===== config.mk =====
export PLATFORM = sky130hd
export DESIGN_NAME = sorted_list_insert_remove_core_flat
export DESIGN_NICKNAME = d
export VERILOG_FILES = /design/src/hw/rtl/sli_pkg.sv /design/src/hw/rtl/sli_if.sv /design/src/hw/rtl/sorted_list_insert_remove_core.sv /design/src/hw/rtl/sli_ctrl.sv /design/src/hw/rtl/sli_dpath.sv /design/src/flat_wrapper.sv
export SDC_FILE = /design/constraint.sdc
export NUM_CORES = 2
export LEC_CHECK = 0
export BUFFER_PORTS_ARGS = -buffer_cell sky130_fd_sc_hd__buf_2
export CAP_MARGIN = 40
export CORE_MARGIN = 8
export CORE_UTILIZATION = 45
export DETAILED_ROUTE_END_ITERATION = 8
export SLEW_MARGIN = 20
export SYNTH_ARGS = -nofsm -noshare
export SYNTH_HDL_FRONTEND = slang
export SYNTH_SLANG_ARGS = --single-unit

===== constraint.sdc =====
create_clock -name clk -period 9.6 [get_ports clk]
set_input_delay 1.92 -clock clk [delete_from_list [all_inputs] [get_ports clk]]
set_output_delay 1.92 -clock clk [all_outputs]
set_load 0.01 [all_outputs]

===== src/hw/rtl/sli_pkg.sv =====
// shared types, constants and status codes for the sorted list core
package sli_pkg;

  localparam int DEPTH_DEF = 128;
  localparam int VAL_W = 32;
  localparam int CNT_OUT_W = 8;

  typedef logic [1:0] status_t;

  localparam status_t ST_DONE      = 2'd0;
  localparam status_t ST_FULL      = 2'd1;
  localparam status_t ST_EMPTY     = 2'd2;
  localparam status_t ST_NOT_FOUND = 2'd3;

  localparam logic FUNC_INSERT = 1'b0;
  localparam logic FUNC_REMOVE = 1'b1;

  // controller to datapath
  typedef struct packed {
    logic    load;          // capture input word, index to zero
    logic    idx_top;       // index to last held entry
    logic    idx_dec;
    logic    idx_inc;
    logic    rd;            // read entry at index
    logic    wr_shift_up;   // entry[idx+1] = read data
    logic    wr_val_above;  // entry[idx+1] = value
    logic    wr_val_at;     // entry[idx]   = value
    logic    wr_shift_down; // entry[idx-1] = read data
    logic    set_found;
    logic    cnt_inc;
    logic    cnt_dec;
    logic    set_status;
    status_t status;
    logic    out_load;
  } cmd_t;

  // datapath to controller
  typedef struct packed {
    logic func;
    logic full;
    logic empty;
    logic ge;        // read data >= value, signed
    logic eq;        // read data == value
    logic idx_zero;
    logic idx_last;
    logic found;
    logic out_free;
  } stat_t;

endpackage


===== src/hw/rtl/sli_if.sv =====
// handshake channels for input and result words
interface sli_in_if;
  logic               valid;
  logic               ready;
  logic               func;
  logic signed [31:0] value;

  modport source (output valid, func, value, input ready);
  modport sink   (input valid, func, value, output ready);
endinterface

interface sli_out_if;
  logic               valid;
  logic               ready;
  logic [1:0]         status;
  logic [7:0]         count;
  logic               head_valid;
  logic signed [31:0] head_value;

  modport source (output valid, status, count, head_valid, head_value, input ready);
  modport sink   (input valid, status, count, head_valid, head_value, output ready);
endinterface


===== src/hw/rtl/sorted_list_insert_remove_core.sv =====
// Sorted list of up to DEPTH signed 32-bit values held in one single-port-write,
// registered-read memory. An insert walks down from the top entry, moving each
// entry that is larger or equal up one slot, and drops the value into the gap;
// a remove walks up from entry zero, and once it meets the first equal value
// moves every later entry down one. Each visited entry takes an address step, then
// a compare and write step. An insert into a full or empty list and a remove from
// an empty list skip the walk.
// One word is worked on at a time; a new word is taken as
// soon as the previous result sits in the output register, even if not yet taken.
// Every word gives one result with status, count after the operation and the
// smallest held value (zero when empty). No clearing pass follows reset.
module sorted_list_insert_remove_core
  import sli_pkg::*;
#(
  parameter int DEPTH = DEPTH_DEF
)
(
  input  logic      clk,
  input  logic      rst_n,
  sli_in_if.sink    in_ch,
  sli_out_if.source out_ch
);

  cmd_t  cmd;
  stat_t st;

  sli_ctrl u_ctrl (
    .clk      (clk),
    .rst_n    (rst_n),
    .in_valid (in_ch.valid),
    .in_ready (in_ch.ready),
    .st       (st),
    .cmd      (cmd)
  );

  sli_dpath #(
    .DEPTH (DEPTH)
  ) u_dpath (
    .clk      (clk),
    .rst_n    (rst_n),
    .in_func  (in_ch.func),
    .in_value (in_ch.value),
    .cmd      (cmd),
    .st       (st),
    .out_ch   (out_ch)
  );

endmodule


===== src/hw/rtl/sli_ctrl.sv =====
// sequencing state machine for insert and remove walks
module sli_ctrl
  import sli_pkg::*;
(
  input  logic  clk,
  input  logic  rst_n,
  input  logic  in_valid,
  output logic  in_ready,
  input  stat_t st,
  output cmd_t  cmd
);

  localparam logic [2:0] S_IDLE = 3'd0;
  localparam logic [2:0] S_CHK  = 3'd1;
  localparam logic [2:0] S_RD   = 3'd2;
  localparam logic [2:0] S_EV   = 3'd3;
  localparam logic [2:0] S_PUT  = 3'd4;
  localparam logic [2:0] S_DONE = 3'd5;

  logic [2:0] state_r;
  logic [2:0] state_nxt;

  always_ff @(posedge clk) begin
    if (!rst_n) begin
      state_r <= S_IDLE;
    end else begin
      state_r <= state_nxt;
    end
  end

  assign in_ready = (state_r == S_IDLE);

  always_comb begin
    cmd       = '0;
    state_nxt = state_r;
    case (state_r)
      S_IDLE: begin
        if (in_valid) begin
          cmd.load  = 1'b1;
          state_nxt = S_CHK;
        end
      end
      S_CHK: begin
        if (st.func == FUNC_INSERT) begin
          if (st.full) begin
            cmd.set_status = 1'b1;
            cmd.status     = ST_FULL;
            state_nxt      = S_DONE;
          end else if (st.empty) begin
            cmd.wr_val_at  = 1'b1;
            cmd.cnt_inc    = 1'b1;
            cmd.set_status = 1'b1;
            cmd.status     = ST_DONE;
            state_nxt      = S_DONE;
          end else begin
            cmd.idx_top = 1'b1;
            state_nxt   = S_RD;
          end
        end else begin
          if (st.empty) begin
            cmd.set_status = 1'b1;
            cmd.status     = ST_EMPTY;
            state_nxt      = S_DONE;
          end else begin
            state_nxt = S_RD;
          end
        end
      end
      S_RD: begin
        cmd.rd    = 1'b1;
        state_nxt = S_EV;
      end
      S_EV: begin
        if (st.func == FUNC_INSERT) begin
          // walk down from the top, moving larger or equal entries up one
          if (st.ge) begin
            cmd.wr_shift_up = 1'b1;
            if (st.idx_zero) begin
              state_nxt = S_PUT;
            end else begin
              cmd.idx_dec = 1'b1;
              state_nxt   = S_RD;
            end
          end else begin
            cmd.wr_val_above = 1'b1;
            cmd.cnt_inc      = 1'b1;
            cmd.set_status   = 1'b1;
            cmd.status       = ST_DONE;
            state_nxt        = S_DONE;
          end
        end else begin
          // walk up from the bottom, closing the gap once the match is seen
          if (st.found) begin
            cmd.wr_shift_down = 1'b1;
          end else if (st.eq) begin
            cmd.set_found = 1'b1;
          end
          if (st.idx_last) begin
            cmd.set_status = 1'b1;
            if (st.found || st.eq) begin
              cmd.cnt_dec = 1'b1;
              cmd.status  = ST_DONE;
            end else begin
              cmd.status = ST_NOT_FOUND;
            end
            state_nxt = S_DONE;
          end else begin
            cmd.idx_inc = 1'b1;
            state_nxt   = S_RD;
          end
        end
      end
      S_PUT: begin
        cmd.wr_val_at  = 1'b1;
        cmd.cnt_inc    = 1'b1;
        cmd.set_status = 1'b1;
        cmd.status     = ST_DONE;
        state_nxt      = S_DONE;
      end
      S_DONE: begin
        if (st.out_free) begin
          cmd.out_load = 1'b1;
          state_nxt    = S_IDLE;
        end
      end
      default: begin
        state_nxt = S_IDLE;
      end
    endcase
  end

endmodule


===== src/hw/rtl/sli_dpath.sv =====
// entry memory, index, count, head and result register
module sli_dpath
  import sli_pkg::*;
#(
  parameter int DEPTH = DEPTH_DEF
)
(
  input  logic         clk,
  input  logic         rst_n,
  input  logic         in_func,
  input  logic [31:0]  in_value,
  input  cmd_t         cmd,
  output stat_t        st,
  sli_out_if.source    out_ch
);

  localparam int AW = (DEPTH > 1) ? $clog2(DEPTH) : 1;
  localparam int CW = $clog2(DEPTH + 1);

  logic [VAL_W-1:0]        mem [DEPTH];
  logic [VAL_W-1:0]        rd_r;
  logic signed [VAL_W-1:0] value_r;
  logic                    func_r;
  logic [AW-1:0]           idx_r;
  logic [CW-1:0]           count_r;
  logic                    found_r;
  logic [VAL_W-1:0]        head_r;
  status_t                 status_r;

  logic                    out_valid_r;
  status_t                 out_status_r;
  logic [CNT_OUT_W-1:0]    out_count_r;
  logic                    out_hv_r;
  logic [VAL_W-1:0]        out_hval_r;

  logic                    we;
  logic [AW-1:0]           wa;
  logic [VAL_W-1:0]        wd;

  always_comb begin
    we = cmd.wr_shift_up | cmd.wr_val_above | cmd.wr_val_at | cmd.wr_shift_down;
    wa = idx_r;
    wd = value_r;
    if (cmd.wr_shift_up) begin
      wa = idx_r + AW'(1);
      wd = rd_r;
    end else if (cmd.wr_val_above) begin
      wa = idx_r + AW'(1);
    end else if (cmd.wr_shift_down) begin
      wa = idx_r - AW'(1);
      wd = rd_r;
    end
  end

  always_ff @(posedge clk) begin
    if (we) begin
      mem[wa] <= wd;
    end
    if (cmd.rd) begin
      rd_r <= mem[idx_r];
    end
  end

  // payload
  always_ff @(posedge clk) begin
    if (cmd.load) begin
      value_r <= in_value;
      func_r  <= in_func;
    end
    if (cmd.load) begin
      idx_r <= '0;
    end else if (cmd.idx_top) begin
      idx_r <= AW'(count_r - CW'(1));
    end else if (cmd.idx_dec) begin
      idx_r <= idx_r - AW'(1);
    end else if (cmd.idx_inc) begin
      idx_r <= idx_r + AW'(1);
    end
    // entry zero is mirrored here so the head needs no memory read
    if (we && (wa == '0)) begin
      head_r <= wd;
    end
    if (cmd.set_status) begin
      status_r <= cmd.status;
    end
    if (cmd.out_load) begin
      out_status_r <= status_r;
      out_count_r  <= CNT_OUT_W'(count_r);
      out_hv_r     <= (count_r != '0);
      out_hval_r   <= (count_r != '0) ? head_r : '0;
    end
  end

  // control
  always_ff @(posedge clk) begin
    if (!rst_n) begin
      count_r     <= '0;
      found_r     <= 1'b0;
      out_valid_r <= 1'b0;
    end else begin
      if (cmd.cnt_inc) begin
        count_r <= count_r + CW'(1);
      end else if (cmd.cnt_dec) begin
        count_r <= count_r - CW'(1);
      end
      if (cmd.load) begin
        found_r <= 1'b0;
      end else if (cmd.set_found) begin
        found_r <= 1'b1;
      end
      if (cmd.out_load) begin
        out_valid_r <= 1'b1;
      end else if (out_ch.ready) begin
        out_valid_r <= 1'b0;
      end
    end
  end

  always_comb begin
    st.func     = func_r;
    st.full     = (count_r == CW'(DEPTH));
    st.empty    = (count_r == '0);
    st.ge       = ($signed(rd_r) >= value_r);
    st.eq       = (rd_r == value_r);
    st.idx_zero = (idx_r == '0);
    st.idx_last = ((CW'(idx_r) + CW'(1)) == count_r);
    st.found    = found_r;
    st.out_free = !out_valid_r || out_ch.ready;
  end

  assign out_ch.valid      = out_valid_r;
  assign out_ch.status     = out_status_r;
  assign out_ch.count      = out_count_r;
  assign out_ch.head_valid = out_hv_r;
  assign out_ch.head_value = out_hval_r;

endmodule


===== src/flat_wrapper.sv =====
// flat-port wrapper written by rule: the top's interface ports become plain ports
module sorted_list_insert_remove_core_flat import sli_pkg::*;
#(
  parameter int DEPTH = DEPTH_DEF
)
  (clk, rst_n, in_ch_valid, in_ch_func, in_ch_value, in_ch_ready, out_ch_valid, out_ch_status, out_ch_count, out_ch_head_valid, out_ch_head_value, out_ch_ready);
  sli_in_if in_ch_i ();
  sli_out_if out_ch_i ();
  input  logic clk;
  input  logic rst_n;
  input wire logic [$bits(in_ch_i.valid)-1:0] in_ch_valid;
  input wire logic [$bits(in_ch_i.func)-1:0] in_ch_func;
  input wire logic [$bits(in_ch_i.value)-1:0] in_ch_value;
  output wire logic [$bits(in_ch_i.ready)-1:0] in_ch_ready;
  output wire logic [$bits(out_ch_i.valid)-1:0] out_ch_valid;
  output wire logic [$bits(out_ch_i.status)-1:0] out_ch_status;
  output wire logic [$bits(out_ch_i.count)-1:0] out_ch_count;
  output wire logic [$bits(out_ch_i.head_valid)-1:0] out_ch_head_valid;
  output wire logic [$bits(out_ch_i.head_value)-1:0] out_ch_head_value;
  input wire logic [$bits(out_ch_i.ready)-1:0] out_ch_ready;
  assign in_ch_i.valid = in_ch_valid;
  assign in_ch_i.func = in_ch_func;
  assign in_ch_i.value = in_ch_value;
  assign in_ch_ready = in_ch_i.ready;
  assign out_ch_valid = out_ch_i.valid;
  assign out_ch_status = out_ch_i.status;
  assign out_ch_count = out_ch_i.count;
  assign out_ch_head_valid = out_ch_i.head_valid;
  assign out_ch_head_value = out_ch_i.head_value;
  assign out_ch_i.ready = out_ch_ready;
  sorted_list_insert_remove_core #(.DEPTH(DEPTH)) u_core (.clk(clk), .rst_n(rst_n), .in_ch(in_ch_i), .out_ch(out_ch_i));
endmodule

==> flow_summary.yaml <==
floorplanning:
  ios: 82
  start_util_pct: 45.2
  coreArea_um2: 362000
  dieArea_um2: 383000
  chipHeight_um: 619
  rows: 221
  die_w_um: 619
route:
  wl_per_cell_um: 36.5
  wl_met2_um: 211000
  dr.first_iter.drc_count: 10600
  drtPass1Iterations: 8
  drt-total-wl_um: 448000
  drc: 0
  vias: 76900
  postRouteAntennaNets: 0
  top_layer: "met5"
  met3WireLength_um: 43100
  wl_met1_um: 179000
  viasPerCell: 6.26
critical_path:
  crit_path_end_kind: "register"
  startpoint: "u_core.u_dpath.rd_r[5]"
  crit_required_ns: 10.21
  start_kind: "register"
  critPathMaxFanout: 65
  crit_path_frequent_cell: "buf_4"
  cp_data_arrival_time_ns: 6.19
  crit_slowest_cell: "edfxtp_1"
  path_cells: "ha_1, a21oi_1, o21ai_0, a221o_1, o31a_1, o21bai_1, nand2_1, o21ai_4, buf_4, mux2_4, buf_4"
  max_stage_delay_ns: 0.77
  r2r-start: "u_core.u_dpath.rd_r[5]"
  path_class: "reg -> reg"
clocking:
  cts_max_path_buffers: 4
  postCtsHoldBufs: 0
  cts_sinks: 4258
  cts-resized-gates: 0
  root_buffer: "clkbuf_16"
  cts_tree: "yes"
  clk_latency_ns: 0.99
  cts_buffers: 424
  cts_setup_buffers: 0
  htree_num_levels: 5
  path_clk_slew_ns: 0.06
placed_design:
  place_congestion: 0.861
  postPlaceCellArea_um2: 172000
  post-dp-hpwl_um: 237000
  numPortBuffers: 81
timing:
  finalCriticalPeriod_ns: 5.58
  report.final.slew_viol_count: 0
  fin_setup_tns_ns: 0
  tightest_slew_ns: 1.21
  setup_viol_count_final: 0
  hold_viol: 0
  slew_headroom_pct: 19.5
  fin_crit_sh_pct: 58.2
  grt_setup_unrepaired: "false"
  clock_skew_ns: 0.0635
  fmax_mhz: 179
global_route:
  grt_max_degree: 134
  antenna_found_initial: 32
  grt_pass1_vias: 77300
  grt_pass1_wl_um: 619000
  grt.overflow.total: 0
  track_usage_pct: 23.1
outcome:
  outcome: "finished clean"
synthesis:
  netlist.area_leader.share_pct: 77.8
  ys.flop_type: "edfxtp_1"
  yosysMostFrequentCell: "edfxtp_1"
  synthDistinctLibCells: 69
  synth-seq-cells: 4258
  synth_area_per_cell_um2: 24.5
  synthArstFlopShare_pct: 0
  yosys_warnings: 0
  synth_area_leaders: "edfxtp_1 (78%), mux4_2 (18%), mux2i_1 (0.42%), nor2_1 (0.41%), buf_2 (0.39%)"
  netlist_instances: 6673
  syn-cell-area_um2: 164000
  yosysTopAreaCell: "edfxtp_1"
  ys_seq_area_share_pct: 78.0
  synth_edf_count: 4238
  syn_nets: 6746
  synth_common_cells: "edfxtp_1 (4238), mux4_2 (1317), nor2_1 (180)"
pwr:
  pwr-share-comb_pct: 21.8
  leakagePower_nw: 55.5
  p_sw_mw: 13.8
  p_sw_share_pct: 28.2
  p_seq_share_pct: 45.3
  intPower_mw: 35.0
  p_per_area_nw_per_um2: 262
  pwr-share-clk_pct: 33.0
  ir_worst_vdd_mv: 0.169
finish:
  fin_area_um2: 186000
  areaGrowthSynthToFinish_pct: 13.8
  nNetsFinal: 7203
  drive_above_1_share_pct: 33.2
worst_hold_path:
  hp-start: "u_core.u_dpath.head_r[29]"
  hp-class: "reg -> reg"
job:
  maxCapViolCount: 0
-- cell families (layout without fill, tap and decap cells) --
group           Yosys count  count (layout)  synth area share (%)
compound gates          120             120                 0.468
xor+xnor                 23              23                 0.123
fa+ha+maj                36              36                 0.275
buf+inv                 406            1208                  1.06
flops                  4258            4258                  78.0
mux                    1441            1441                  18.9
other cells               0              13                     0
simple gates            389             389                  1.11
-- worst max-delay path: cells and delay by family (launching register included) --
kind | cells | cell delay [ns]
multiplexers | 1 | 0.76
flip-flops | 1 | 0.77
adder cells (fa/ha/maj) | 1 | 0.38
buffers and inverters | 2 | 1.30
AO/OA/AOI/OAI | 6 | 1.41
AND/OR/NAND/NOR | 1 | 0.25
-- flip-flops by register name, summed over array words and instances, names as in the netlist --
register,count
u_core.u_dpath.out_ch.valid,1
u_core.u_dpath.out_ch.head_value,32
u_core.u_dpath.found_r,1
u_core.u_dpath.value_r,32
u_core.u_dpath.idx_r,7
u_core.u_ctrl.state_r,3
u_core.u_dpath.func_r,1
u_core.u_dpath.head_r,32
u_core.u_dpath.status_r,2
u_core.u_dpath.mem,4096
u_core.u_dpath.count_r,8
u_core.u_dpath.out_ch.head_valid,1
u_core.u_dpath.rd_r,32
u_core.u_dpath.out_ch.count,8
u_core.u_dpath.out_ch.status,2
-- through the flow --
| step | instances | util [%] | hold WS (ns) | total power, mW | setup slack (ns) |
|---|---|---|---|---|---|
| 3_3_place_gp | 11400 | 47.4 | 0.519 | 32.7 | 4.20 |
| 2_1_floorplan | 6673 | - | 0.400 | 28.5 | 5.03 |
| 4_1_cts | 12200 | 51.3 | 0.529 | 49.1 | 4.22 |
| 6_report | 12300 | 51.4 | 0.519 | 48.8 | 4.02 |
| 5_1_grt | 12300 | 51.4 | 0.558 | 50.2 | 3.89 |
| 3_5_place_dp | 11500 | 47.6 | 0.523 | 33.1 | 4.29 |
-- cell type report --
type,instances,area [µm²]
sequential,4258,128000
clock inverter,231,2210
multi-input combinational,2009,35400
timing repair buffer,378,3490
fill,27700,176000
inverter,59,221
tap,4794,6000
antenna,13,32.5
clock buffer,540,11200
-- power groups by stage --
stage | clock network (mW) | registers [mW] | logic [mW]
after global placement | 0 | 22.5 | 10.2
after floorplan | 0 | 22.4 | 6.13
after global routing | 17.0 | 22.1 | 11.1
after CTS | 16.4 | 22.1 | 10.6
final | 16.1 | 22.1 | 10.6
after detailed placement | 0 | 22.5 | 10.6
-- layout by cell type (no fill, tap or decap), types with 18 or more instances in the layout --
cell	n
nor2_1	51
nand2_1	74
bufinv_16	30
buf_16	20
clkbuf_16	428
o21ai_0	30
inv_1	58
nor2_4	129
clkinv_2	69
buf_4	232
buf_12	32
mux2_2	22
nand3_1	18
clkbuf_1	103
ha_1	36
mux2i_1	60
clkinv_1	97
mux2_4	32
edfxtp_1	4238
mux4_2	1317
nor2b_1	36
buf_2	81
a21oi_1	35
-- routing by layer --
metal | track usage [%] | up-vias
met3 | 4.86 | 636
met5 | 0 | -
li1 | - | 29800
met4 | 7.12 | 4
met1 | 32.9 | 42600
met2 | 36.1 | 3941
-- worst paths after layout --
| kind | endpoint | slack (ns) | cells past startpoint |
|---|---|---|---|
| setup / recovery | u_core.u_dpath.mem[84][18] | 4.02 | 11 |
| hold / removal | u_core.u_dpath.out_ch.head_value[29] | 0.52 | 1 |
| setup reg to reg | u_core.u_dpath.mem[84][18] | 4.02 | 11 |
| hold reg to reg | u_core.u_dpath.out_ch.head_value[29] | 0.52 | 1 |
Note: power is estimated with default switching activity, not from simulation.
